**src/rtl/vector_to_view_angles_core_defines.svh**
```systemverilog
// Assertion shorthands used by the angle pipeline's output stage.
`ifndef VECTOR_TO_VIEW_ANGLES_CORE_DEFINES_SVH
`define VECTOR_TO_VIEW_ANGLES_CORE_DEFINES_SVH

// The consequent must hold in the same cycle as the antecedent.
`define VTVA_ASSERT_IMP(lbl, clk, rst_n, ante, cons, msg) \
    lbl: assert property (@(posedge clk) disable iff (!(rst_n)) (ante) |-> (cons)) \
        else $error(msg);

// The consequent must hold in the cycle after the antecedent.
`define VTVA_ASSERT_NXT(lbl, clk, rst_n, ante, cons, msg) \
    lbl: assert property (@(posedge clk) disable iff (!(rst_n)) (ante) |=> (cons)) \
        else $error(msg);

`endif

```
**src/rtl/vtva_pkg.sv**
```systemverilog
`default_nettype none

package vtva_pkg;

    localparam int CORDIC_STAGES = 16;
    localparam int COORD_BITS    = 24;

    localparam int DIFF_W    = COORD_BITS + 1;
    // Two vectoring passes grow the magnitude by less than 2^4 over a difference.
    localparam int CW        = COORD_BITS + 5;
    localparam int ANG_W     = 26;
    localparam int OUT_SHIFT = 9;
    localparam int OUT_W     = ANG_W + 1 - OUT_SHIFT;
    localparam int H_W       = 16;
    localparam int V_W       = 15;

    localparam int GAIN_W    = 31;
    localparam int GAIN_FRAC = 29;
    localparam int PROD_W    = DIFF_W + GAIN_W;
    localparam int KY_W      = PROD_W - GAIN_FRAC;

    localparam int IN_TDATA_W  = ((6 * COORD_BITS + 7) / 8) * 8;
    localparam int OUT_TDATA_W = ((H_W + V_W + 7) / 8) * 8;
    localparam int OUT_PAD_W   = OUT_TDATA_W - H_W - V_W;

    localparam logic signed [GAIN_W-1:0] GAIN_Q29   = GAIN_W'(884097682);
    localparam logic signed [PROD_W-1:0] GAIN_RND   = PROD_W'(64'd1 << (GAIN_FRAC - 1));
    localparam logic signed [ANG_W-1:0]  DEG180_Q16 = ANG_W'(180 * 65536);
    localparam logic signed [ANG_W:0]    OUT_RND    = (ANG_W + 1)'(1 << (OUT_SHIFT - 1));
    localparam logic signed [OUT_W-1:0]  H_LIM      = OUT_W'(23040);
    localparam logic signed [OUT_W-1:0]  V_LIM      = OUT_W'(11520);

    localparam int ATAN_W = 22;

    // atan(2^-i) in degrees, 16 fraction bits.
    localparam logic [ATAN_W-1:0] ATAN_Q16 [32] = '{
        22'd2949120, 22'd1740967, 22'd919879, 22'd466945,
        22'd234379,  22'd117304,  22'd58666,  22'd29335,
        22'd14668,   22'd7334,    22'd3667,   22'd1833,
        22'd917,     22'd458,     22'd229,    22'd115,
        22'd57,      22'd29,      22'd14,     22'd7,
        22'd4,       22'd2,       22'd1,      22'd0,
        22'd0,       22'd0,       22'd0,      22'd0,
        22'd0,       22'd0,       22'd0,      22'd0
    };

    typedef struct packed {
        logic                    degen;
        logic                    hzero;
        logic signed [CW-1:0]    aux;
        logic signed [ANG_W-1:0] hang;
    } t_side;

    // Round a Q16 degree angle to 1/128 degree, half up, and clamp to +-lim.
    function automatic logic signed [OUT_W-1:0] to_out(
        input logic signed [ANG_W-1:0] ang,
        input logic signed [OUT_W-1:0] lim
    );
        logic signed [ANG_W:0]   sum;
        logic signed [OUT_W-1:0] v;
        sum = $signed({ang[ANG_W-1], ang}) + OUT_RND;
        v   = $signed(sum[ANG_W:OUT_SHIFT]);
        if (v > lim) begin
            v = lim;
        end else if (v < -lim) begin
            v = -lim;
        end
        return v;
    endfunction

endpackage

`default_nettype wire

```
**src/rtl/vtva_cordic.sv**
```systemverilog
`default_nettype none

module vtva_cordic
    import vtva_pkg::*;
(
    input  logic                    i_clk,
    input  logic                    i_rst_n,
    input  logic                    i_en,
    input  logic                    i_vld,
    input  logic signed [CW-1:0]    i_x,
    input  logic signed [CW-1:0]    i_y,
    input  logic signed [ANG_W-1:0] i_ang,
    input  t_side                   i_side,
    output logic                    o_vld,
    output logic signed [CW-1:0]    o_x,
    output logic signed [CW-1:0]    o_y,
    output logic signed [ANG_W-1:0] o_ang,
    output t_side                   o_side
);

    // Entry s feeds stage s; entry s+1 is the register of stage s.
    logic [CORDIC_STAGES:0]  w_vld;
    logic signed [CW-1:0]    w_x   [CORDIC_STAGES+1];
    logic signed [CW-1:0]    w_y   [CORDIC_STAGES+1];
    logic signed [ANG_W-1:0] w_ang [CORDIC_STAGES+1];
    t_side                   w_side[CORDIC_STAGES+1];

    assign w_vld[0]  = i_vld;
    assign w_x[0]    = i_x;
    assign w_y[0]    = i_y;
    assign w_ang[0]  = i_ang;
    assign w_side[0] = i_side;

    for (genvar s = 0; s < CORDIC_STAGES; s++) begin : g_stage
        localparam logic signed [ANG_W-1:0] STEP =
            $signed({{(ANG_W - ATAN_W){1'b0}}, ATAN_Q16[s]});

        logic                    r_vld;
        logic signed [CW-1:0]    r_x, r_y, n_x, n_y, xs, ys;
        logic signed [ANG_W-1:0] r_ang, n_ang;
        t_side                   r_side;

        always_comb begin
            xs = w_x[s] >>> s;
            ys = w_y[s] >>> s;
            // Non-negative y turns clockwise and adds the step angle.
            if (!w_y[s][CW-1]) begin
                n_x   = w_x[s] + ys;
                n_y   = w_y[s] - xs;
                n_ang = w_ang[s] + STEP;
            end else begin
                n_x   = w_x[s] - ys;
                n_y   = w_y[s] + xs;
                n_ang = w_ang[s] - STEP;
            end
        end

        always_ff @(posedge i_clk) begin
            if (!i_rst_n) begin
                r_vld <= 1'b0;
            end else if (i_en) begin
                r_vld <= w_vld[s];
            end
        end

        always_ff @(posedge i_clk) begin
            if (i_en) begin
                r_x    <= n_x;
                r_y    <= n_y;
                r_ang  <= n_ang;
                r_side <= w_side[s];
            end
        end

        assign w_vld[s+1]  = r_vld;
        assign w_x[s+1]    = r_x;
        assign w_y[s+1]    = r_y;
        assign w_ang[s+1]  = r_ang;
        assign w_side[s+1] = r_side;
    end

    assign o_vld  = w_vld[CORDIC_STAGES];
    assign o_x    = w_x[CORDIC_STAGES];
    assign o_y    = w_y[CORDIC_STAGES];
    assign o_ang  = w_ang[CORDIC_STAGES];
    assign o_side = w_side[CORDIC_STAGES];

endmodule

`default_nettype wire

```
**config.mk**
```make
export PLATFORM = sky130hd
export DESIGN_NAME = vtva_cordic
export DESIGN_NICKNAME = d
export VERILOG_FILES = /design/src/rtl/vector_to_view_angles_core_defines.svh /design/src/rtl/vtva_pkg.sv /design/src/rtl/vtva_cordic.sv
export SDC_FILE = /design/constraint.sdc
export NUM_CORES = 2
export LEC_CHECK = 0
export BUFFER_PORTS_ARGS = -buffer_cell sky130_fd_sc_hd__buf_4
export CELL_PAD_IN_SITES_DETAIL_PLACEMENT = 0
export CELL_PAD_IN_SITES_GLOBAL_PLACEMENT = 2
export CORE_ASPECT_RATIO = 0.9
export CORE_MARGIN = 2
export CORE_UTILIZATION = 44
export CTS_CLUSTER_DIAMETER = 200
export CTS_CLUSTER_SIZE = 40
export DETAILED_ROUTE_END_ITERATION = 6
export GPL_TIMING_DRIVEN = 0
export PLACE_DENSITY = 0.88
export SLEW_MARGIN = 20
export SYNTH_ARGS = -nofsm -noshare
export SYNTH_HDL_FRONTEND = slang
export SYNTH_SLANG_ARGS = --single-unit
```
**constraint.sdc**
```tcl
create_clock -name i_clk -period 5.6 [get_ports i_clk]
set_input_delay 0.56 -clock i_clk [delete_from_list [all_inputs] [get_ports i_clk]]
set_output_delay 0.56 -clock i_clk [all_outputs]
set_load 0.02 [all_outputs]
```
==> run_results.csv <==
group,metric,value,unit
worst_setup_path,cp_num_buf_inv,2,
layout,final_common_cell,"edfxtp_1",
worst_setup_path,crit_slowest_cell,"a2111oi_0",
die,start_util,44.3,%
route,wirelength,345,mm
route,final_antenna_net_count,0,
synthesis,ys_ff_latch,2271,
clocking,clock-sinks,2271,
worst_setup_path,critPathRequiredTime,6.22,ns
placed_design,dpl.hpwl,266,mm
layout,nFillCells,30300,
worst_setup_path,arrival,5.96,ns
sta,finalClockSkew,0.0413,ns
worst_setup_path,crit_path_max_fanout,10,
worst_setup_path,slowest_delay,0.65,ns
outcome,outcome,"finished clean",
synthesis,netlist_instances,13400,
layout,final_util,47.7,%
clocking,cts.clk_slew.worst_paths,0.17,ns
die,coreArea,327000,um2
route,initialDrtViolationCount,7233,
global_route,grt-ovfl-total,0,
placed_design,place_congestion,0.868,
placed_design,io_buffers,286,
layout,area_delta_synth_final,7.63,%
synthesis,syn_area,145000,um2
sta,fin_crit,5.33,ns
worst_setup_path,critPathTopFamily,"compound AO/OA/AOI/OAI gates",
sta,slew_viol_final,0,
run,drv_cap,0,
synthesis,async_reset_ff_share,0,%
sta,max_slew_margin,28.1,%
route,wl_per_cell,18.9,um
route,drc_errors,0,
worst_setup_path,cp-end-kind,"register",
synthesis,synth_flop_cell,"edfxtp_1",
clocking,tritoncts,"done",
synthesis,synth_cell_type_count,89,
synthesis,synth_area_leaders,"edfxtp_1 47%, ha_1 12%, xnor2_1 6.7%, a21oi_1 4.4%, xor2_1 3.4%",
clocking,htreeDepth,3,
layout,fin_nets,15500,
worst_setup_path,crit_chain,"clkbuf_1 -> clkbuf_1 -> mux2_2 -> fa_1 -> a21o_1 -> a21o_1 -> a2111oi_0 -> o311ai_1 -> a41oi_1 -> o21ai_0 -> a21oi_1 -> o21ai_0 -> a31oi_1 -> xnor2_1",
synthesis,syn_avg_cell_area,10.8,um2
sta,setup_viol,0,
synthesis,synth_warnings,0,
die,die_w,609,um
route,viasPerCell,5.49,
die,ios,287,
synthesis,synth-edff-count,2255,
die,die-area,334000,um2
sta,rsz0062_at_grt,"false",
die,die_h,549,um
clocking,clkLatencyLatePin,0.87,ns
clocking,numCtsBuffers,71,
synthesis,syn_nets,15000,
worst_setup_path,crit_type,"register to register",
clocking,clockBufferDepth,4,
route,vias,100000,
global_route,grt_max_degree,163,
worst_hold_path,hp-class,"primary input to register",
synthesis,synth_seq_area_share,46.9,%
worst_setup_path,cp-start-kind,"register",
layout,final_cell_mix,"2255 x edfxtp_1, 1389 x ha_1, 1282 x a21oi_1",
die,rows,199,
sta,hold_viol_final,0,
route,drtPass1Iterations,5,
synthesis,synth_top_area_share,46.7,%
sta,worstMarginPinSlew,1.07,ns
layout,drive_gt1_share,4.10,%
global_route,first_global_vias,95800,
global_route,grt_usage,20.0,%
synthesis,synth_top_area_cell,"edfxtp_1",
global_route,antenna_found_initial,13,
global_route,grt_pass1_wl,542,mm
clocking,clock-root-buffer,"clkbuf_16",
sta,max_freq,0.188,GHz
sta,period_share,95.2,%
[registers in the layout, indices dropped and copies added (netlist names)]
signal,cells
g_stage.r_x,435
o_ang,26
o_x,29
o_y,29
g_stage.r_y,434
o_vld,1
o_side,57
g_stage.r_ang,390
g_stage.r_side,855
g_stage.r_vld,15
[cell type report]
class / count / area, um2 / share of cell area (%)
clock buffers: 80 / 1830 / 1.17
repair buffers: 404 / 3580 / 2.30
clock inverters: 5 / 90.1 / 0.0577
multi-input cells: 10400 / 74000 / 47.5
diodes: 10 / 25.0 / 0.0160
plain buffers: 212 / 808 / 0.518
flip-flops and latches: 2271 / 68000 / 43.6
well taps: 4321 / 5410 / 3.47
inverters: 583 / 2190 / 1.40
[what timing repair did]
action | 4_1_cts | 5_1_grt
resized for setup | 6 | 20
setup endpoints to repair | 51 | 56
setup buffers | 13 | 12
hold endpoints to repair | 83 | 0
gates cloned | 0 | 0
hold buffers | 77 | 0
[worst min-delay path: stages]
cell and delay [ns]:
buf_4 0.09, ha_1 0.11, inv_1 0.03
[logic make-up after synthesis]
logic type	count (synthesis)	share of synthesized area (%)
multiplexers	92	0.666
XOR/XNOR	1686	10.2
buffers and inverters	796	2.06
flip-flops	2271	46.9
AND/OR/NAND/NOR	3522	11.7
adder cells (fa/ha/maj)	1438	12.7
AO/OA/AOI/OAI	3617	15.8
[layer usage]
layer  share of wire [%]  wire length (um)  up-vias  GRT usage, %
met5              0.0093                32        -             0
met4                 1.3              4570        6          3.14
met3                 3.0             10300      189          1.39
met2                  47            163000     1424          33.8
met1                  49            167000    47900          28.8
li1                    -                 -    50600             -
[worst paths after layout]
path                        startpoint  slack (ns)                    to  cells past startpoint
hold reg to reg   g_stage[8].r_side[6]        0.42  g_stage[9].r_side[6]                      0
setup / recovery   g_stage[10].r_y[28]        0.27   g_stage[11].r_y[28]                     14
setup reg to reg   g_stage[10].r_y[28]        0.27   g_stage[11].r_y[28]                     14
hold / removal                  i_y[0]        0.08     g_stage[0].r_x[0]                      3
[synth_stat cells, types with 78 or more instances]
library cell	count
edfxtp_1	2255
o21bai_1	170
ha_1	1389
nand3_1	218
xnor2_1	1116
nand2_1	634
nand2b_1	196
o21ai_0	604
nand4_1	97
nor2b_1	208
inv_1	581
nor2_1	1227
nor4_1	101
clkbuf_1	191
or3_1	78
nor3_1	383
o21a_1	205
a31oi_1	142
a211oi_1	98
and3_1	130
xor2_1	570
a21o_1	526
a21oi_1	1282
[stage by stage]
stage | setup TNS [ns] | hold slack (ns) | area, um2 | instances | setup WS [ns]
after floorplan | 0 | 0.400 | 145000 | 13400 | 0.964
after global placement | - | 0.400 | 152000 | 18000 | -16.84
after detailed placement | -7.93 | 0.405 | 153000 | 18000 | -0.509
after CTS | 0 | 0.00277 | 156000 | 18200 | 0.0199
final | 0 | 0.0768 | 156000 | 18200 | 0.268
after global routing | 0 | 0.0388 | 156000 | 18200 | 0.000383
Power is not shown: default switching activity piles up to over one toggle a cycle in this logic, so the estimate is an artifact.
