==> src/rtl/vector_to_view_angles_core_defines.svh <==
// Assertion shorthands used by the angle pipeline's output stage.
`ifndef VECTOR_TO_VIEW_ANGLES_CORE_DEFINES_SVH
`define VECTOR_TO_VIEW_ANGLES_CORE_DEFINES_SVH

// The consequent must hold in the same cycle as the antecedent.
`define VTVA_ASSERT_IMP(lbl, clk, rst_n, ante, cons, msg) \
    lbl: assert property (@(posedge clk) disable iff (!(rst_n)) (ante) |-> (cons)) \
        else $error(msg);

// The consequent must hold in the cycle after the antecedent.
`define VTVA_ASSERT_NXT(lbl, clk, rst_n, ante, cons, msg) \
    lbl: assert property (@(posedge clk) disable iff (!(rst_n)) (ante) |=> (cons)) \
        else $error(msg);

`endif

==> src/rtl/vtva_pkg.sv <==
`default_nettype none

package vtva_pkg;

    localparam int CORDIC_STAGES = 16;
    localparam int COORD_BITS    = 24;

    localparam int DIFF_W    = COORD_BITS + 1;
    // Two vectoring passes grow the magnitude by less than 2^4 over a difference.
    localparam int CW        = COORD_BITS + 5;
    localparam int ANG_W     = 26;
    localparam int OUT_SHIFT = 9;
    localparam int OUT_W     = ANG_W + 1 - OUT_SHIFT;
    localparam int H_W       = 16;
    localparam int V_W       = 15;

    localparam int GAIN_W    = 31;
    localparam int GAIN_FRAC = 29;
    localparam int PROD_W    = DIFF_W + GAIN_W;
    localparam int KY_W      = PROD_W - GAIN_FRAC;

    localparam int IN_TDATA_W  = ((6 * COORD_BITS + 7) / 8) * 8;
    localparam int OUT_TDATA_W = ((H_W + V_W + 7) / 8) * 8;
    localparam int OUT_PAD_W   = OUT_TDATA_W - H_W - V_W;

    localparam logic signed [GAIN_W-1:0] GAIN_Q29   = GAIN_W'(884097682);
    localparam logic signed [PROD_W-1:0] GAIN_RND   = PROD_W'(64'd1 << (GAIN_FRAC - 1));
    localparam logic signed [ANG_W-1:0]  DEG180_Q16 = ANG_W'(180 * 65536);
    localparam logic signed [ANG_W:0]    OUT_RND    = (ANG_W + 1)'(1 << (OUT_SHIFT - 1));
    localparam logic signed [OUT_W-1:0]  H_LIM      = OUT_W'(23040);
    localparam logic signed [OUT_W-1:0]  V_LIM      = OUT_W'(11520);

    localparam int ATAN_W = 22;

    // atan(2^-i) in degrees, 16 fraction bits.
    localparam logic [ATAN_W-1:0] ATAN_Q16 [32] = '{
        22'd2949120, 22'd1740967, 22'd919879, 22'd466945,
        22'd234379,  22'd117304,  22'd58666,  22'd29335,
        22'd14668,   22'd7334,    22'd3667,   22'd1833,
        22'd917,     22'd458,     22'd229,    22'd115,
        22'd57,      22'd29,      22'd14,     22'd7,
        22'd4,       22'd2,       22'd1,      22'd0,
        22'd0,       22'd0,       22'd0,      22'd0,
        22'd0,       22'd0,       22'd0,      22'd0
    };

    typedef struct packed {
        logic                    degen;
        logic                    hzero;
        logic signed [CW-1:0]    aux;
        logic signed [ANG_W-1:0] hang;
    } t_side;

    // Round a Q16 degree angle to 1/128 degree, half up, and clamp to +-lim.
    function automatic logic signed [OUT_W-1:0] to_out(
        input logic signed [ANG_W-1:0] ang,
        input logic signed [OUT_W-1:0] lim
    );
        logic signed [ANG_W:0]   sum;
        logic signed [OUT_W-1:0] v;
        sum = $signed({ang[ANG_W-1], ang}) + OUT_RND;
        v   = $signed(sum[ANG_W:OUT_SHIFT]);
        if (v > lim) begin
            v = lim;
        end else if (v < -lim) begin
            v = -lim;
        end
        return v;
    endfunction

endpackage

`default_nettype wire

==> src/rtl/vtva_out.sv <==
`default_nettype none

`include "vector_to_view_angles_core_defines.svh"

module vtva_out
    import vtva_pkg::*;
(
    input  logic                    i_clk,
    input  logic                    i_rst_n,
    input  logic                    i_vld,
    input  logic signed [ANG_W-1:0] i_ang,
    input  t_side                   i_side,
    input  logic                    i_m_tready,
    output logic                    o_en,
    output logic                    o_tvalid,
    output logic signed [H_W-1:0]   o_h,
    output logic signed [V_W-1:0]   o_v,
    output logic                    o_degen
);

    logic                    r_cvld;
    logic signed [H_W-1:0]   r_ch, n_ch;
    logic signed [V_W-1:0]   r_cv, n_cv;
    logic                    r_cdeg;
    logic signed [OUT_W-1:0] h_sat, v_sat;
    logic signed [ANG_W-1:0] v_ang;

    logic                    r_out_vld;
    logic signed [H_W-1:0]   r_out_h;
    logic signed [V_W-1:0]   r_out_v;
    logic                    r_out_deg;

    logic                    r_skid_vld;
    logic signed [H_W-1:0]   r_skid_h;
    logic signed [V_W-1:0]   r_skid_v;
    logic                    r_skid_deg;

    // The pipeline moves whenever the skid stage is free.
    assign o_en = !r_skid_vld;

    always_comb begin
        v_ang = -i_ang;
        h_sat = to_out(i_side.hang, H_LIM);
        v_sat = to_out(v_ang, V_LIM);
        n_ch  = (i_side.degen || i_side.hzero) ? '0 : $signed(h_sat[H_W-1:0]);
        n_cv  = i_side.degen ? '0 : $signed(v_sat[V_W-1:0]);
    end

    always_ff @(posedge i_clk) begin
        if (!i_rst_n) begin
            r_cvld <= 1'b0;
        end else if (o_en) begin
            r_cvld <= i_vld;
        end
    end

    always_ff @(posedge i_clk) begin
        if (o_en) begin
            r_ch   <= n_ch;
            r_cv   <= n_cv;
            r_cdeg <= i_side.degen;
        end
    end

    always_ff @(posedge i_clk) begin
        if (!i_rst_n) begin
            r_out_vld  <= 1'b0;
            r_skid_vld <= 1'b0;
        end else if (r_skid_vld) begin
            if (i_m_tready) begin
                r_skid_vld <= 1'b0;
            end
        end else if (r_cvld) begin
            if (!r_out_vld || i_m_tready) begin
                r_out_vld <= 1'b1;
            end else begin
                r_skid_vld <= 1'b1;
            end
        end else if (i_m_tready) begin
            r_out_vld <= 1'b0;
        end
    end

    always_ff @(posedge i_clk) begin
        if (r_skid_vld) begin
            if (i_m_tready) begin
                r_out_h   <= r_skid_h;
                r_out_v   <= r_skid_v;
                r_out_deg <= r_skid_deg;
            end
        end else if (r_cvld) begin
            if (!r_out_vld || i_m_tready) begin
                r_out_h   <= r_ch;
                r_out_v   <= r_cv;
                r_out_deg <= r_cdeg;
            end else begin
                r_skid_h   <= r_ch;
                r_skid_v   <= r_cv;
                r_skid_deg <= r_cdeg;
            end
        end
    end

    assign o_tvalid = r_out_vld;
    assign o_h      = r_out_h;
    assign o_v      = r_out_v;
    assign o_degen  = r_out_deg;

    `VTVA_ASSERT_IMP(a_skid_behind_out, i_clk, i_rst_n, r_skid_vld, r_out_vld, "skid full with empty output")
    `VTVA_ASSERT_IMP(a_degen_zero, i_clk, i_rst_n, r_out_vld && r_out_deg, (r_out_h == '0) && (r_out_v == '0), "degenerate beat carries nonzero angles")
    `VTVA_ASSERT_IMP(a_v_range, i_clk, i_rst_n, r_out_vld, ($signed({r_out_v[V_W-1], r_out_v}) <= V_LIM) && ($signed({r_out_v[V_W-1], r_out_v}) >= -V_LIM), "vertical angle out of range")
    `VTVA_ASSERT_NXT(a_skid_hold, i_clk, i_rst_n, r_skid_vld && !i_m_tready, r_skid_vld, "skid dropped a beat under stall")

endmodule

`default_nettype wire

==> config.mk <==
export PLATFORM = sky130hd
export DESIGN_NAME = vtva_out
export DESIGN_NICKNAME = d
export VERILOG_FILES = /design/src/rtl/vtva_pkg.sv /design/src/rtl/vtva_out.sv
export VERILOG_INCLUDE_DIRS = /design/src /design/src/rtl
export SDC_FILE = /design/constraint.sdc
export NUM_CORES = 1
export LEC_CHECK = 0
export ABC_CLOCK_PERIOD_IN_PS = 10100
export BUFFER_PORTS_ARGS = -buffer_cell sky130_fd_sc_hd__buf_2
export CAP_MARGIN = 20
export CORE_MARGIN = 1.5
export CORE_UTILIZATION = 50
export DETAILED_ROUTE_END_ITERATION = 12
export PLACE_DENSITY_LB_ADDON = 0.1
export SKIP_LAST_GASP = 1
export SLEW_MARGIN = 20
export SYNTH_ARGS = -nofsm -noshare
export SYNTH_HDL_FRONTEND = slang
export SYNTH_SLANG_ARGS = --single-unit
==> constraint.sdc <==
create_clock -name i_clk -period 10.1 [get_ports i_clk]
set_clock_uncertainty 0.1 [all_clocks]
set_input_delay 2.02 -clock i_clk [delete_from_list [all_inputs] [get_ports i_clk]]
set_output_delay 2.02 -clock i_clk [all_outputs]
set_load 0.03 [all_outputs]
==> summary.txt <==
Place
  – Port Buffers: 83
  – Placed cell count: 591
  – Final GP Congestion: 0.834
  – Detailed-placement wirelength estimate: 6.23 mm

Worst setup path
  – Reg2reg start: r_skid_vld
  – Worst R2R Setup Slack: 8.08 ns
  – Worst path max stage delay: 0.38 ns
  – Worst-path fanout max: 9
  – CP endpoint kind: flop
  – Crit path cell chain: buf_2 > nor4_4 > nand2_1 > nor2_1 > xnor2_1 > ha_1 > and3_1 > mux2_2 > o21ai_0 > xor2_1 > o22ai_1 > o21ai_1 > a21boi_4 > nor3_1
  – Worst-case reg-to-reg path depth: 5
  – Worst Path Arrival: 5.06 ns
  – Startpoint class of the critical path: input pin
  – R2r endpoint: r_skid_v[9]
  – CP max-delay cell: nor4_4
  – Crit Path Class: input pin to flop
  – Required @ worst endpoint: 10.09 ns

Pwr
  – Power Density: 140 nW/um2
  – Peak VDD IR: 0.0719 mV
  – Total power draw: 0.802 mW
  – Leak Pwr: 2.06 nW

Logic synthesis
  – Post-Syn Area: 4980 um2
  – Synthesized instance count: 384
  – Ys flop type: edfxtp_1
  – Synth warnings: 0
  – EDFF count, synth: 96
  – Synth top area share: 0.579
  – Leading area contributor after synthesis: edfxtp_1
  – Synth Register Bits: 99
  – Seq/Total Area, Yosys: 0.591
  – Ranking of synthesized cells by area: edfxtp_1 58%, mux2_2 7.5%, xnor2_1 2.8%
  – Synth top cells by count: 96 x edfxtp_1, 33 x mux2_2, 31 x nor2_1
  – Most common cell in the netlist: edfxtp_1
  – Fraction of registers with async set/reset: 0
  – Post-Syn Nets: 473
  – Cell variety after synth: 68
  – Synth Area per Inst: 13.0 um2

Clock network
  – CTS tree: built
  – Post-CTS Repair Setup Buffers: 0
  – Root Driver: clkbuf_8
  – Clock Sinks: 99
  – Post-CTS sizing: 0
  – Worst-path clk slew: 0.09 ns
  – H-tree depth: 3
  – Cts hold-fix bufs: 0
  – Clock Latency Late Sink: 0.35 ns
  – Total CTS buffers: 9
  – Clk buf depth: 2

Layout
  – Area growth, synth to finish: 14.9%
  – Post-layout util: 0.588
  – Layout cells sized above 1: 0.321
  – Final std cells w/o fill: 607
  – Nets: 558
  – Diodes inserted: 0

Floorplan
  – Row cnt: 36
  – Die X: 103 um
  – # IOs: 121
  – Core area: 9730 um2
  – Die ar.: 10600 um2
  – Initial core utilization: 0.512
  – DIE HEIGHT: 103 um

Timing
  – Period utilization: 0.502
  – Final Max Slew Viols: 0
  – Final count of hold timing violations: 0
  – FMAX: 197 MHz
  – Rel. slew slack: 0.661
  – Worst slew pin tran: 0.504 ns
  – # setup viols final: 0
  – Hold slack final: 0.353 ns
  – Setup TNS Final: 0 ns
  – Final min period: 5.07 ns
  – Unrepaired setup endpoints after global routing: false

Worst hold path
  – Hold Path Depth: 0
  – Hold Startpoint: r_ch[3]
  – Hold Crit Class: flop to flop
  – Hold Path End: r_skid_h[3]

Routing
  – Wire per inst: 14.1 um
  – # DRC: 0
  – Routed Antenna Nets: 0
  – Vias: 3175
  – Iter 0 DRT Violations: 142
  – WL final: 8.55 mm
  – Drt first pass iters: 4
  – Vias per inst: 5.23

Global route
  – Antenna violations before repair: 0
  – Vias in the first global route: 2844
  – First-pass GRT wire length: 14.0 mm
  – Global route overflow: 0
  – Pin count of the biggest net entering global routing: 37
  – Overall routing resource usage: 0.172

Run status
  – Status: finished clean

Run
  – Max-Cap Viols: 0
==> worst max path at each step <==
| stage | slack, ns | endpoint | depth (start not counted) | start |
|---|---|---|---|---|
| detailed placement | 4.68 | r_cv[1] | 15 | i_ang[6] |
| global placement | 4.74 | r_cv[7] | 15 | i_ang[6] |
| floorplan | 5.08 | r_skid_deg | 1 | i_m_tready |
| finish | 5.03 | r_cv[1] | 14 | i_ang[6] |
| global route | 4.79 | r_cv[1] | 15 | i_ang[6] |
| CTS | 5.06 | r_cv[1] | 15 | i_ang[6] |
==> sequential cells by signal (all words and copies together) (netlist names) <==
name and cells:
o_tvalid 1, r_cvld 1, r_cdeg 1, r_skid_deg 1
o_h 16, r_skid_vld 1, o_degen 1, r_skid_h 16
r_ch 16, o_v 15, r_skid_v 15, r_cv 15
==> cell type report <==
cell class | count | area, um2
timing repair buffer | 87 | 445
inverter | 8 | 30.0
fill | 847 | 4010
multi-input combinational | 264 | 1950
sequential | 99 | 2940
clock buffer | 12 | 135
clock inverter | 4 | 52.6
tap | 133 | 166
==> routing by layer <==
layer	track usage	vias to the layer above	wire length, um
li1	-	1639	-
met1	0.281	1447	4650
met2	0.228	81	3420
met3	0.0373	8	379
met4	0.0489	0	103
met5	0	-	0
==> cells in the final DEF, fill, tap and decap left out, types with 4 or more instances in the layout <==
cell type	Yosys	layout
buf_4	0	4
xor2_1	13	13
nor4_1	11	11
a21oi_1	11	11
nand2b_1	7	7
buf_2	4	83
nand2_1	21	21
a31oi_1	4	4
o21ai_0	11	11
xnor2_1	16	16
nor3_1	10	10
mux2_2	33	33
o21a_1	5	5
nor2_1	31	31
nor2b_1	4	4
clkbuf_8	0	9
edfxtp_1	96	96
nand3_1	16	16
inv_1	8	8
==> cell families after synthesis <==
kind of cell             count (synthesis)  synth area share
AND/OR/NAND/NOR                        132             0.150
flip-flops                              99             0.591
AO/OA/AOI/OAI                           63            0.0975
multiplexers                            37            0.0852
XOR/XNOR                                29            0.0510
buffers and inverters                   21            0.0183
adder cells (fa/ha/maj)                  3           0.00703
==> worst max-delay path: cells and delay by family <==
kind,cells,cell delay (ns)
AO/OA/AOI/OAI,4,0.93
multiplexers,1,0.29
buffers and inverters,1,0.11
AND/OR/NAND/NOR,5,0.99
XOR/XNOR,2,0.47
adder cells (fa/ha/maj),1,0.24
==> power breakdown <==
group	total, mW	internal [mW]	switching [mW]
Clock	0.236	0.115	0.121
Combinational	0.0926	0.0348	0.0578
Sequential	0.474	0.468	0.00585
Total	0.802	0.618	0.185
==> stage by stage <==
step	worst slack (ns)	area (um2)
after CTS	5.06	5720
after floorplan	5.08	4980
after detailed placement	4.68	5540
final	5.03	5720
after global routing	4.79	5720
after global placement	4.74	5540
(Power assumes the default switching activity.)
