<file path="config.mk">
export PLATFORM = sky130hd
export DESIGN_NAME = vtva_front
export DESIGN_NICKNAME = d
export VERILOG_FILES = /design/src/rtl/vector_to_view_angles_core_defines.svh /design/src/rtl/vtva_pkg.sv /design/src/rtl/vtva_front.sv
export SDC_FILE = /design/constraint.sdc
export NUM_CORES = 1
export LEC_CHECK = 0
export BUFFER_PORTS_ARGS = -buffer_cell sky130_fd_sc_hd__buf_2
export CAP_MARGIN = 15
export CORE_MARGIN = 2
export CORE_UTILIZATION = 60
export DETAILED_ROUTE_END_ITERATION = 10
export HOLD_SLACK_MARGIN = 0.02
export PLACE_DENSITY = 0.91
export SETUP_SLACK_MARGIN = 0.3
export SYNTH_ARGS = -nofsm -noshare
export SYNTH_HDL_FRONTEND = slang
export SYNTH_SLANG_ARGS = --single-unit
</file>
<file path="constraint.sdc">
create_clock -name i_clk -period 7.11 [get_ports i_clk]
set_input_delay 0 -clock i_clk [delete_from_list [all_inputs] [get_ports i_clk]]
set_output_delay 0 -clock i_clk [all_outputs]
set_load 0.01 [all_outputs]
</file>
<file path="src/rtl/vector_to_view_angles_core_defines.svh">
// Assertion shorthands used by the angle pipeline's output stage.
`ifndef VECTOR_TO_VIEW_ANGLES_CORE_DEFINES_SVH
`define VECTOR_TO_VIEW_ANGLES_CORE_DEFINES_SVH

// The consequent must hold in the same cycle as the antecedent.
`define VTVA_ASSERT_IMP(lbl, clk, rst_n, ante, cons, msg) \
    lbl: assert property (@(posedge clk) disable iff (!(rst_n)) (ante) |-> (cons)) \
        else $error(msg);

// The consequent must hold in the cycle after the antecedent.
`define VTVA_ASSERT_NXT(lbl, clk, rst_n, ante, cons, msg) \
    lbl: assert property (@(posedge clk) disable iff (!(rst_n)) (ante) |=> (cons)) \
        else $error(msg);

`endif

</file>
<file path="src/rtl/vtva_pkg.sv">
`default_nettype none

package vtva_pkg;

    localparam int CORDIC_STAGES = 16;
    localparam int COORD_BITS    = 24;

    localparam int DIFF_W    = COORD_BITS + 1;
    // Two vectoring passes grow the magnitude by less than 2^4 over a difference.
    localparam int CW        = COORD_BITS + 5;
    localparam int ANG_W     = 26;
    localparam int OUT_SHIFT = 9;
    localparam int OUT_W     = ANG_W + 1 - OUT_SHIFT;
    localparam int H_W       = 16;
    localparam int V_W       = 15;

    localparam int GAIN_W    = 31;
    localparam int GAIN_FRAC = 29;
    localparam int PROD_W    = DIFF_W + GAIN_W;
    localparam int KY_W      = PROD_W - GAIN_FRAC;

    localparam int IN_TDATA_W  = ((6 * COORD_BITS + 7) / 8) * 8;
    localparam int OUT_TDATA_W = ((H_W + V_W + 7) / 8) * 8;
    localparam int OUT_PAD_W   = OUT_TDATA_W - H_W - V_W;

    localparam logic signed [GAIN_W-1:0] GAIN_Q29   = GAIN_W'(884097682);
    localparam logic signed [PROD_W-1:0] GAIN_RND   = PROD_W'(64'd1 << (GAIN_FRAC - 1));
    localparam logic signed [ANG_W-1:0]  DEG180_Q16 = ANG_W'(180 * 65536);
    localparam logic signed [ANG_W:0]    OUT_RND    = (ANG_W + 1)'(1 << (OUT_SHIFT - 1));
    localparam logic signed [OUT_W-1:0]  H_LIM      = OUT_W'(23040);
    localparam logic signed [OUT_W-1:0]  V_LIM      = OUT_W'(11520);

    localparam int ATAN_W = 22;

    // atan(2^-i) in degrees, 16 fraction bits.
    localparam logic [ATAN_W-1:0] ATAN_Q16 [32] = '{
        22'd2949120, 22'd1740967, 22'd919879, 22'd466945,
        22'd234379,  22'd117304,  22'd58666,  22'd29335,
        22'd14668,   22'd7334,    22'd3667,   22'd1833,
        22'd917,     22'd458,     22'd229,    22'd115,
        22'd57,      22'd29,      22'd14,     22'd7,
        22'd4,       22'd2,       22'd1,      22'd0,
        22'd0,       22'd0,       22'd0,      22'd0,
        22'd0,       22'd0,       22'd0,      22'd0
    };

    typedef struct packed {
        logic                    degen;
        logic                    hzero;
        logic signed [CW-1:0]    aux;
        logic signed [ANG_W-1:0] hang;
    } t_side;

    // Round a Q16 degree angle to 1/128 degree, half up, and clamp to +-lim.
    function automatic logic signed [OUT_W-1:0] to_out(
        input logic signed [ANG_W-1:0] ang,
        input logic signed [OUT_W-1:0] lim
    );
        logic signed [ANG_W:0]   sum;
        logic signed [OUT_W-1:0] v;
        sum = $signed({ang[ANG_W-1], ang}) + OUT_RND;
        v   = $signed(sum[ANG_W:OUT_SHIFT]);
        if (v > lim) begin
            v = lim;
        end else if (v < -lim) begin
            v = -lim;
        end
        return v;
    endfunction

endpackage

`default_nettype wire

</file>
<file path="src/rtl/vtva_front.sv">
`default_nettype none

module vtva_front
    import vtva_pkg::*;
(
    input  logic                         i_clk,
    input  logic                         i_rst_n,
    input  logic                         i_en,
    input  logic                         i_vld,
    input  logic signed [COORD_BITS-1:0] i_src_x,
    input  logic signed [COORD_BITS-1:0] i_src_y,
    input  logic signed [COORD_BITS-1:0] i_src_z,
    input  logic signed [COORD_BITS-1:0] i_dst_x,
    input  logic signed [COORD_BITS-1:0] i_dst_y,
    input  logic signed [COORD_BITS-1:0] i_dst_z,
    output logic                         o_vld,
    output logic signed [CW-1:0]         o_x,
    output logic signed [CW-1:0]         o_y,
    output logic signed [ANG_W-1:0]      o_ang,
    output t_side                        o_side
);

    // Stage 1: differences.
    logic                     r1_vld;
    logic signed [DIFF_W-1:0] r1_dx, r1_dy, r1_dz;
    logic signed [DIFF_W-1:0] n1_dx, n1_dy, n1_dz;

    // Stage 2: half-plane fold for the first pass and the gain product.
    logic                     r2_vld;
    logic signed [CW-1:0]     r2_x, r2_y, n2_x, n2_y;
    logic signed [ANG_W-1:0]  r2_base, n2_base;
    logic signed [PROD_W-1:0] r2_prod, n2_prod;
    logic                     r2_degen, r2_hzero, n2_degen, n2_hzero;
    logic signed [CW-1:0]     dx_e, dz_e;

    // Stage 3: rounding of the gain-scaled vertical component.
    logic                     r3_vld;
    logic signed [CW-1:0]     r3_x, r3_y;
    logic signed [ANG_W-1:0]  r3_ang;
    t_side                    r3_side, n3_side;
    logic signed [PROD_W-1:0] ky_sum;
    logic signed [KY_W-1:0]   ky;

    always_comb begin
        n1_dx = $signed({i_src_x[COORD_BITS-1], i_src_x}) - $signed({i_dst_x[COORD_BITS-1], i_dst_x});
        n1_dy = $signed({i_src_y[COORD_BITS-1], i_src_y}) - $signed({i_dst_y[COORD_BITS-1], i_dst_y});
        n1_dz = $signed({i_src_z[COORD_BITS-1], i_src_z}) - $signed({i_dst_z[COORD_BITS-1], i_dst_z});
    end

    always_comb begin
        dx_e     = $signed({{(CW - DIFF_W){r1_dx[DIFF_W-1]}}, r1_dx});
        dz_e     = $signed({{(CW - DIFF_W){r1_dz[DIFF_W-1]}}, r1_dz});
        n2_hzero = (r1_dx == '0) && (r1_dz == '0);
        n2_degen = n2_hzero && (r1_dy == '0);
        // A vector in the negative z half-plane is turned by 180 degrees first.
        if (r1_dz[DIFF_W-1]) begin
            n2_x    = -dz_e;
            n2_y    = -dx_e;
            n2_base = r1_dx[DIFF_W-1] ? -DEG180_Q16 : DEG180_Q16;
        end else begin
            n2_x    = dz_e;
            n2_y    = dx_e;
            n2_base = '0;
        end
        n2_prod = $signed({{GAIN_W{r1_dy[DIFF_W-1]}}, r1_dy})
                * $signed({{DIFF_W{GAIN_Q29[GAIN_W-1]}}, GAIN_Q29});
    end

    always_comb begin
        ky_sum        = r2_prod + GAIN_RND;
        ky            = $signed(ky_sum[PROD_W-1:GAIN_FRAC]);
        n3_side.degen = r2_degen;
        n3_side.hzero = r2_hzero;
        n3_side.aux   = $signed({{(CW - KY_W){ky[KY_W-1]}}, ky});
        n3_side.hang  = '0;
    end

    always_ff @(posedge i_clk) begin
        if (!i_rst_n) begin
            r1_vld <= 1'b0;
            r2_vld <= 1'b0;
            r3_vld <= 1'b0;
        end else if (i_en) begin
            r1_vld <= i_vld;
            r2_vld <= r1_vld;
            r3_vld <= r2_vld;
        end
    end

    always_ff @(posedge i_clk) begin
        if (i_en) begin
            r1_dx    <= n1_dx;
            r1_dy    <= n1_dy;
            r1_dz    <= n1_dz;
            r2_x     <= n2_x;
            r2_y     <= n2_y;
            r2_base  <= n2_base;
            r2_prod  <= n2_prod;
            r2_degen <= n2_degen;
            r2_hzero <= n2_hzero;
            r3_x     <= r2_x;
            r3_y     <= r2_y;
            r3_ang   <= r2_base;
            r3_side  <= n3_side;
        end
    end

    assign o_vld  = r3_vld;
    assign o_x    = r3_x;
    assign o_y    = r3_y;
    assign o_ang  = r3_ang;
    assign o_side = r3_side;

endmodule

`default_nettype wire

</file>
==> results of run 1 <==
[repair_timing]
item / in CTS / in global routing
endpoints found under the setup margin: 0 / 13
buffers inserted: 0 / 3
resized for setup: 0 / 7
hold endpoints to repair: 63 / 0
hold buffers: 112 / 0
[cell type report]
class,instances,area (sq um)
Timing Repair Buffer,382,2545
Sequential cell,259,7747
Inverter,484,1817
Tap cell,525,656.9
Clock inverter,14,137.6
Fill cell,2676,11710
Clock buffer,34,723.2
Multi-Input combinational cell,1458,14300
[through the flow]
| stage | utilization [%] | cell area [sq um] | worst slack, ns | instances | hold slack (ns) |
|---|---|---|---|---|---|
| after CTS | 70.29 | 27860 | 0.3448 | 3153 | 0.02062 |
| after global routing | 70.45 | 27930 | 0.2995 | 3156 | 0.05794 |
| final | 70.45 | 27930 | 0.5524 | 3156 | 0.04626 |
| after detailed placement | 65.29 | 25880 | 0.3803 | 2993 | 0.2423 |
| after floorplan | - | 24260 | 0.6848 | 2266 | 0.1125 |
| after global placement | 65.29 | 25880 | 0.4997 | 2993 | 0.2282 |
[Yosys cell counts, types with 3 or more instances]
library cell | number | area [sq um]
a41o_1 | 3 | 30.03
mux2i_1 | 3 | 30.03
o21bai_1 | 11 | 82.58
o21a_1 | 13 | 97.59
inv_1 | 484 | 1817
o21ai_0 | 56 | 280.3
o41ai_1 | 7 | 61.31
dfxtp_1 | 3 | 60.06
and3_1 | 18 | 112.6
xor2_1 | 37 | 324.1
or3_1 | 12 | 75.07
a21o_1 | 56 | 420.4
a21boi_0 | 7 | 52.55
a21oi_1 | 97 | 485.5
nor2b_1 | 24 | 150.1
o31ai_1 | 25 | 187.7
nor4_1 | 9 | 56.30
a211oi_1 | 11 | 82.58
fa_1 | 204 | 4084
and4_1 | 4 | 35.03
and2_1 | 4 | 25.02
a311oi_1 | 3 | 26.28
xnor2_1 | 120 | 1051
or2_2 | 6 | 37.54
nand2_1 | 96 | 360.4
o211ai_1 | 3 | 22.52
clkbuf_1 | 13 | 48.80
buf_4 | 51 | 382.9
or4_1 | 4 | 30.03
edfxtp_1 | 256 | 7687
a31oi_1 | 10 | 62.56
o2111ai_1 | 3 | 26.28
nand2b_1 | 16 | 100.1
ha_1 | 373 | 4667
nor3_1 | 19 | 95.09
nor2_1 | 71 | 266.5
nand4_1 | 17 | 106.4
nand3_1 | 29 | 145.1
[cells in the final DEF, fill, tap and decap left out, types with 17 or more instances in the layout]
| cell type | synthesis | final |
|---|---|---|
| nor2_1 | 71 | 71 |
| nand4_1 | 17 | 17 |
| a21oi_1 | 97 | 96 |
| edfxtp_1 | 256 | 256 |
| a21o_1 | 56 | 56 |
| and3_1 | 18 | 18 |
| xnor2_1 | 120 | 120 |
| xor2_1 | 37 | 37 |
| buf_4 | 51 | 25 |
| o21ai_0 | 56 | 56 |
| inv_1 | 484 | 484 |
| fa_1 | 204 | 204 |
| nand3_1 | 29 | 29 |
| dlygate4sd3_1 | 0 | 112 |
| nor3_1 | 19 | 18 |
| ha_1 | 373 | 371 |
| clkbuf_16 | 0 | 28 |
| conb_1 | 1 | 48 |
| buf_2 | 1 | 244 |
| nand2_1 | 96 | 96 |
| o31ai_1 | 25 | 25 |
| nor2b_1 | 24 | 24 |
[state kept, by name, summed over array words and instances (netlist names), 3 cells and up]
register  flops
r2_prod      28
r2_x         29
r2_base       3
r1_dx        25
o_x          29
o_ang         3
o_side       29
o_y          29
r1_dz        25
r2_y         29
r1_dy        25
[kinds of logic after synthesis]
kind of cell / synth area share (%)
DFF: 32.17
AOI/OAI and AO/OA: 9.056
xor gates and xnor gates: 5.710
muxes: 0.1247
buffers and inverters: 9.357
other: 0.01557
adders and majority gates: 36.34
and+or+nand+nor: 7.227
[critical path: cells and delay by family, from the launching register on]
family,cells,cell delay [ns]
buffers and inverters,4,0.23
AO/OA/AOI/OAI,4,1.11
AND/OR/NAND/NOR,2,0.47
adder cells (fa/ha/maj),8,3.71
flip-flops,1,0.64
XOR/XNOR,1,0.16
[layer usage]
metal / up-vias / part of all wire, % / GRT usage, %
li1: 8133 / - / -
met1: 8728 / 38 / 37.04
met2: 913 / 49 / 54.49
met3: 238 / 7.7 / 6.122
met4: 0 / 5.5 / 15.06
met5: - / 0 / 0
[how the worst max path moves through the flow]
| stage | slack (ns) | end | startpoint | cells after the start |
|---|---|---|---|---|
| after floorplan | 0.68 | r2_prod[55]$_DFFE_PP_ | r1_dy[24]$_DFFE_PP_ | 20 |
| after global placement | 0.50 | r2_prod[55]$_DFFE_PP_ | r1_dy[23]$_DFFE_PP_ | 20 |
| after detailed placement | 0.38 | r2_prod[55]$_DFFE_PP_ | r1_dy[23]$_DFFE_PP_ | 20 |
| after CTS | 0.34 | r2_prod[55]$_DFFE_PP_ | r1_dy[23]$_DFFE_PP_ | 20 |
| after global routing | 0.30 | r2_prod[53]$_DFFE_PP_ | r1_dy[23]$_DFFE_PP_ | 22 |
| final | 0.55 | r2_prod[53]$_DFFE_PP_ | r1_dy[6]$_DFFE_PP_ | 19 |
==> qor.yml, run 1 <==
logic_synthesis:
  synth.distinct_cells: 70
  yosysWarnings: 0
  avgSynthCellArea_sq_um: 10.85
  yosys_register_bits: 259
  async_flop_share_pct: 0
  syn_inst: 2219
  synth_ff_type: "edfxtp_1"
  synth_area_sq_mm: 0.02408
  ys_seq_area_share_pct: 32.17
  synth_edf_count: 256
die:
  floorplan.initialDensity_pct: 60.75
  io_pins: 290
  core_sq_mm: 0.03964
  die_w_microns: 204.3
  dieArea_sq_mm: 0.04175
  die_y_microns: 204.3
  rows: 73
timing:
  tightest_slew_ns: 0.9679
  min_period_over_period_pct: 92.23
  relSlewSlack_pct: 35.47
  rsz0062_at_grt: "false"
  fin_worst_skew_ns: 0.05319
  max_freq_mhz: 152.5
  setup_tns_ns: 0
  maxSlewViolCount: 0
  period_needed_ns: 6.558
  final_hold_viol_count: 0
  setup_violations: 0
detailed_routing:
  wl_per_cell_microns: 20.59
  drtAntennaViolNets: 0
  routed_wl_mm: 64.99
  drc: 0
  dr_total_vias: 18012
  vias_per_cell: 5.707
  drtIter0Drc: 1334
  dr.pass1.iters: 5
critical_path:
  ff2ff_path_depth: 19
  path_max_fanout: 10
  reg2reg_from: "r1_dy[6]$_DFFE_PP_"
  rrSetupSlack_ns: 0.55
  crit_path_cell_trace: "ha_1 -> ha_1 -> inv_1 -> fa_1 -> inv_1 -> fa_1 -> inv_1 -> fa_1 -> fa_1 -> fa_1 -> inv_1 -> ha_1 -> and3_1 -> and4_1 -> a31o_2 -> a21oi_1 -> o31ai_1 -> a31oi_1 -> xnor2_1"
  path_common_cell: "fa_1"
  end_kind: "register"
  cpPeakStageDelay_ns: 0.64
  cp_slowest_cell: "edfxtp_1"
  r2r-end: "r2_prod[53]$_DFFE_PP_"
  worstPathArrival_ns: 6.90
  path_class: "register to register"
  critPathLaunchType: "register"
  worstPathRequired_ns: 7.45
clocking:
  clk_latency_ns: 0.60
  cts_tree: "built"
  root_buffer: "clkbuf_16"
  clock_path_buffers: 3
  cts_made_buffers: 28
  clock_sinks: 259
  path_clk_slew_ns: 0.06
  htree_levels: 1
worst_hold_path:
  min_path_cells: 4
  min_to: "r1_dy[5]$_DFFE_PP_"
  min_from: "i_dst_y[5]"
  hold_path_class: "input port to register"
outcome:
  status: "finished clean"
place:
  io_buffers: 245
  place_hpwl_mm: 47.12
  gp_congestion: 1.017
final_layout:
  insertedDiodeCount: 0
  area_growth_pct: 15.97
  final_nets: 3338
  drive_gt1_share_pct: 12.85
global_route:
  grt_max_degree: 123
  grt_pass1_vias: 18842
  globalRouteTotalUtil_pct: 31.25
  grt_first_pass_wirelength_mm: 100.3
  antenna_found_initial: 0
  grt_overflow: 0
job:
  drv_cap: 0
Power of run 1 is left out: the tool's default activity adds up to more than one toggle a clock period on the data nets, which glitch-free logic cannot reach.
==> run 2, diff against run 1 <==
ABC_AREA = 1   (was unset)
CTS_CLUSTER_SIZE = 8   (was unset)
PLACE_DENSITY = 0.9   (was 0.91)
==> run 2 against run 1 <==
Effect of this change: clock skew decreased by 0.031 ns; worst hold slack lost 0.0051 ns; critical path type unchanged; sequential cell count unchanged; core utilization down 2.2 points; design area grew 8.4%; synthesized cell count up 43%; critical path depth grew 1; largest cell class unchanged; fmax increased by 2.4%; via count is 21% higher; worst setup slack gained 0.15 ns; non-clock buffer count is 84 lower; sequential share of layout area shrank 2.1 points.
==> qor.yml, run 2 <==
critical_path:
  path_class: "register to register"
  end_kind: "register"
  ff2ff_path_depth: 20  # +1
  r2r-end: "r2_prod[43]$_DFFE_PP_"
  path_delay_family: "adder cells"
  crit_buf_inv: 3  # -1
  cp_slowest_cell: "edfxtp_1"
  worstPathArrival_ns: 6.68  # -0.22 ns
  path_max_fanout: 9  # -1
  reg2reg_from: "r1_dy[24]$_DFFE_PP_"
  path_common_cell: "fa_1"
  crit_path_cell_trace: "ha_1 -> xor2_1 -> ha_1 -> fa_1 -> inv_1 -> fa_1 -> fa_1 -> fa_1 -> fa_1 -> inv_1 -> ha_1 -> nand2_1 -> nor2_1 -> inv_1 -> nor2_1 -> nand2_1 -> nor3_1 -> nor2_1 -> nand3_1 -> nand2_1"
  critPathLaunchType: "register"
  rrSetupSlack_ns: 0.71  # +0.15 ns
  cpPeakStageDelay_ns: 0.55  # -0.09 ns
  worstPathRequired_ns: 7.39  # -0.06 ns
global_route:
  grt_max_degree: 97  # -21%
  grt_overflow: 0  # unchanged
  grt_first_pass_wirelength_mm: 111.3  # +11%
  grt_pass1_vias: 21651  # +15%
  antenna_found_initial: 1  # +1
  globalRouteTotalUtil_pct: 30.54  # -0.71 points
clocking:
  clock_sinks: 259  # unchanged
  clock_path_buffers: 3  # unchanged
  cts_resized: 0  # unchanged
  htree_levels: 2  # +1
  post_cts_buffers: 0  # unchanged
  cts_tree: "built"
  clk_latency_ns: 0.54  # -0.06 ns
  cts_made_buffers: 38  # +36%
  root_buffer: "clkbuf_16"
  cts_hold_buf: 48  # -57%
  path_clk_slew_ns: 0.05  # about the same
logic_synthesis:
  synth_edf_count: 256  # unchanged
  yosysWarnings: 0  # unchanged
  async_flop_share_pct: 0  # unchanged
  synthTopCellsByArea: "edfxtp_1 29%, ha_1 17%, fa_1 15%, inv_1 11%, nand2_1 9.2%"
  syn_inst: 3165  # +43%
  synth.distinct_cells: 41  # -41%
  yosys-top-cells-count: "763 x inv_1, 663 x nand2_1, 373 x ha_1"
  synth_ff_type: "edfxtp_1"
  yosys_register_bits: 259  # unchanged
  synth_most_common_cell: "inv_1"
  yosys.area.top_type: "edfxtp_1"
  synth_top_area_share_pct: 28.50  # -3.4 points
  ys_seq_area_share_pct: 28.72  # -3.4 points
  avgSynthCellArea_sq_um: 8.522  # -21%
  synth_area_sq_mm: 0.02697  # +12%
detailed_routing:
  dr_total_vias: 21868  # +21%
  drtIter0Drc: 1532  # +15%
  wl_per_cell_microns: 17.23  # -16%
  vias_per_cell: 5.339  # -6.5%
  drc: 0  # unchanged
  dr.pass1.iters: 5  # unchanged
  routed_wl_mm: 70.59  # +8.6%
  drtAntennaViolNets: 0  # unchanged
worst_hold_path:
  min_to: "r1_dz[21]$_DFFE_PP_"
  min_from: "i_src_z[21]"
  hold_path_class: "input port to register"
  min_path_cells: 4  # unchanged
final_layout:
  layout_commonest_cell: "inv_1"
  area_growth_pct: 12.20
  register_area_sq_mm: 0.007747  # unchanged
  insertedDiodeCount: 0  # unchanged
  finalCoreUtilization_pct: 68.29  # -2.2 points
  final_nets: 4218  # +26%
  multi_input_area_sq_mm: 0.01613  # +13%
  fillCellCount: 3457  # +29%
  final_cell_mix: "763 x inv_1, 663 x nand2_1, 373 x ha_1"
  drive_gt1_share_pct: 8.818  # -4.0 points
die:
  floorplan.initialDensity_pct: 60.86  # +0.11 points
  core_sq_mm: 0.04432  # +12%
  die_w_microns: 216.0  # +5.7%
  rows: 77  # +5.5%
  dieArea_sq_mm: 0.04666  # +12%
  die_y_microns: 216.0  # +5.7%
  io_pins: 290  # unchanged
timing:
  rsz0062_at_grt: "false"
  setup_tns_ns: 0  # unchanged
  relSlewSlack_pct: 24.50  # -11 points
  maxSlewViolCount: 0  # unchanged
  setup_violations: 0  # unchanged
  final_hold_viol_count: 0  # unchanged
  max_freq_mhz: 156.2  # +2.4%
  fin_worst_skew_ns: 0.02181  # -0.03138 ns
  period_needed_ns: 6.403  # -0.1549 ns
  tightest_slew_ns: 1.132  # +0.1645 ns
  whs_ns: 0.04116  # -0.005099 ns
  min_period_over_period_pct: 90.05  # -2.2 points
place:
  gp_congestion: 1.009  # -0.85%
  io_buffers: 245  # unchanged
  place_hpwl_mm: 57.61  # +22%
job:
  drv_cap: 0  # unchanged
outcome:
  status: "finished clean"
[run 2: logic make-up after synthesis]
kind of cell    Yosys count  share of synthesized area (%)
xor+xnor                131                          4.254
flops                   259                          28.72
buf+inv                 820                          12.13
fa+ha+maj               577                          32.44
other cells               1                        0.01390
compound gates          239                          4.866
simple gates           1138                          17.57
[run 2: layout make-up]
| type | count | share of cell area (%) |
|---|---|---|
| multi-input cells | 2133 | 53.30 |
| flip-flops and latches | 259 | 25.60 |
| inverters | 763 | 9.464 |
| repair buffers | 298 | 5.796 |
| clock buffers | 49 | 3.349 |
| well taps | 592 | 2.448 |
| clock inverters | 2 | 0.04548 |
[run 2: through the flow]
step                worst slack, ns  cells  area (sq um)
detailed placement           0.8584   3997         28760
global route                 0.4624   4096         30260
global placement             0.9750   3997         28760
finish                       0.7073   4096         30260
floorplan                     1.474   3212         27150
CTS                          0.8314   4096         30260
[run 2: metal layers]
| layer | track usage, % | up-vias | wire [microns] |
|---|---|---|---|
| met5 | 0 | - | 0 |
| met2 | 51.54 | 921 | 33310 |
| met4 | 14.02 | 0 | 3409 |
| li1 | - | 10532 | - |
| met3 | 4.877 | 188 | 5110 |
| met1 | 38.74 | 10227 | 28760 |
[run 2: worst min-delay path, cell delays in order]
cell and delay, ns:
buf_2 0.08, ha_1 0.19, nand3_1 0.09, nand2_1 0.09
[run 2: how the worst max path moves through the flow]
stage | start | end | slack, ns | depth (start not counted)
6_report | r1_dy[24]$_DFFE_PP_ | r2_prod[43]$_DFFE_PP_ | 0.71 | 20
5_1_grt | r1_dy[24]$_DFFE_PP_ | r2_prod[40]$_DFFE_PP_ | 0.46 | 22
4_1_cts | r1_dy[24]$_DFFE_PP_ | r2_prod[43]$_DFFE_PP_ | 0.83 | 20
3_5_place_dp | r1_dy[24]$_DFFE_PP_ | r2_prod[43]$_DFFE_PP_ | 0.86 | 22
3_3_place_gp | r1_dy[24]$_DFFE_PP_ | r2_prod[40]$_DFFE_PP_ | 0.98 | 22
2_1_floorplan | r1_dy[24]$_DFFE_PP_ | r2_prod[52]$_DFFE_PP_ | 1.47 | 22
Power of run 2 is left out for the same reason.
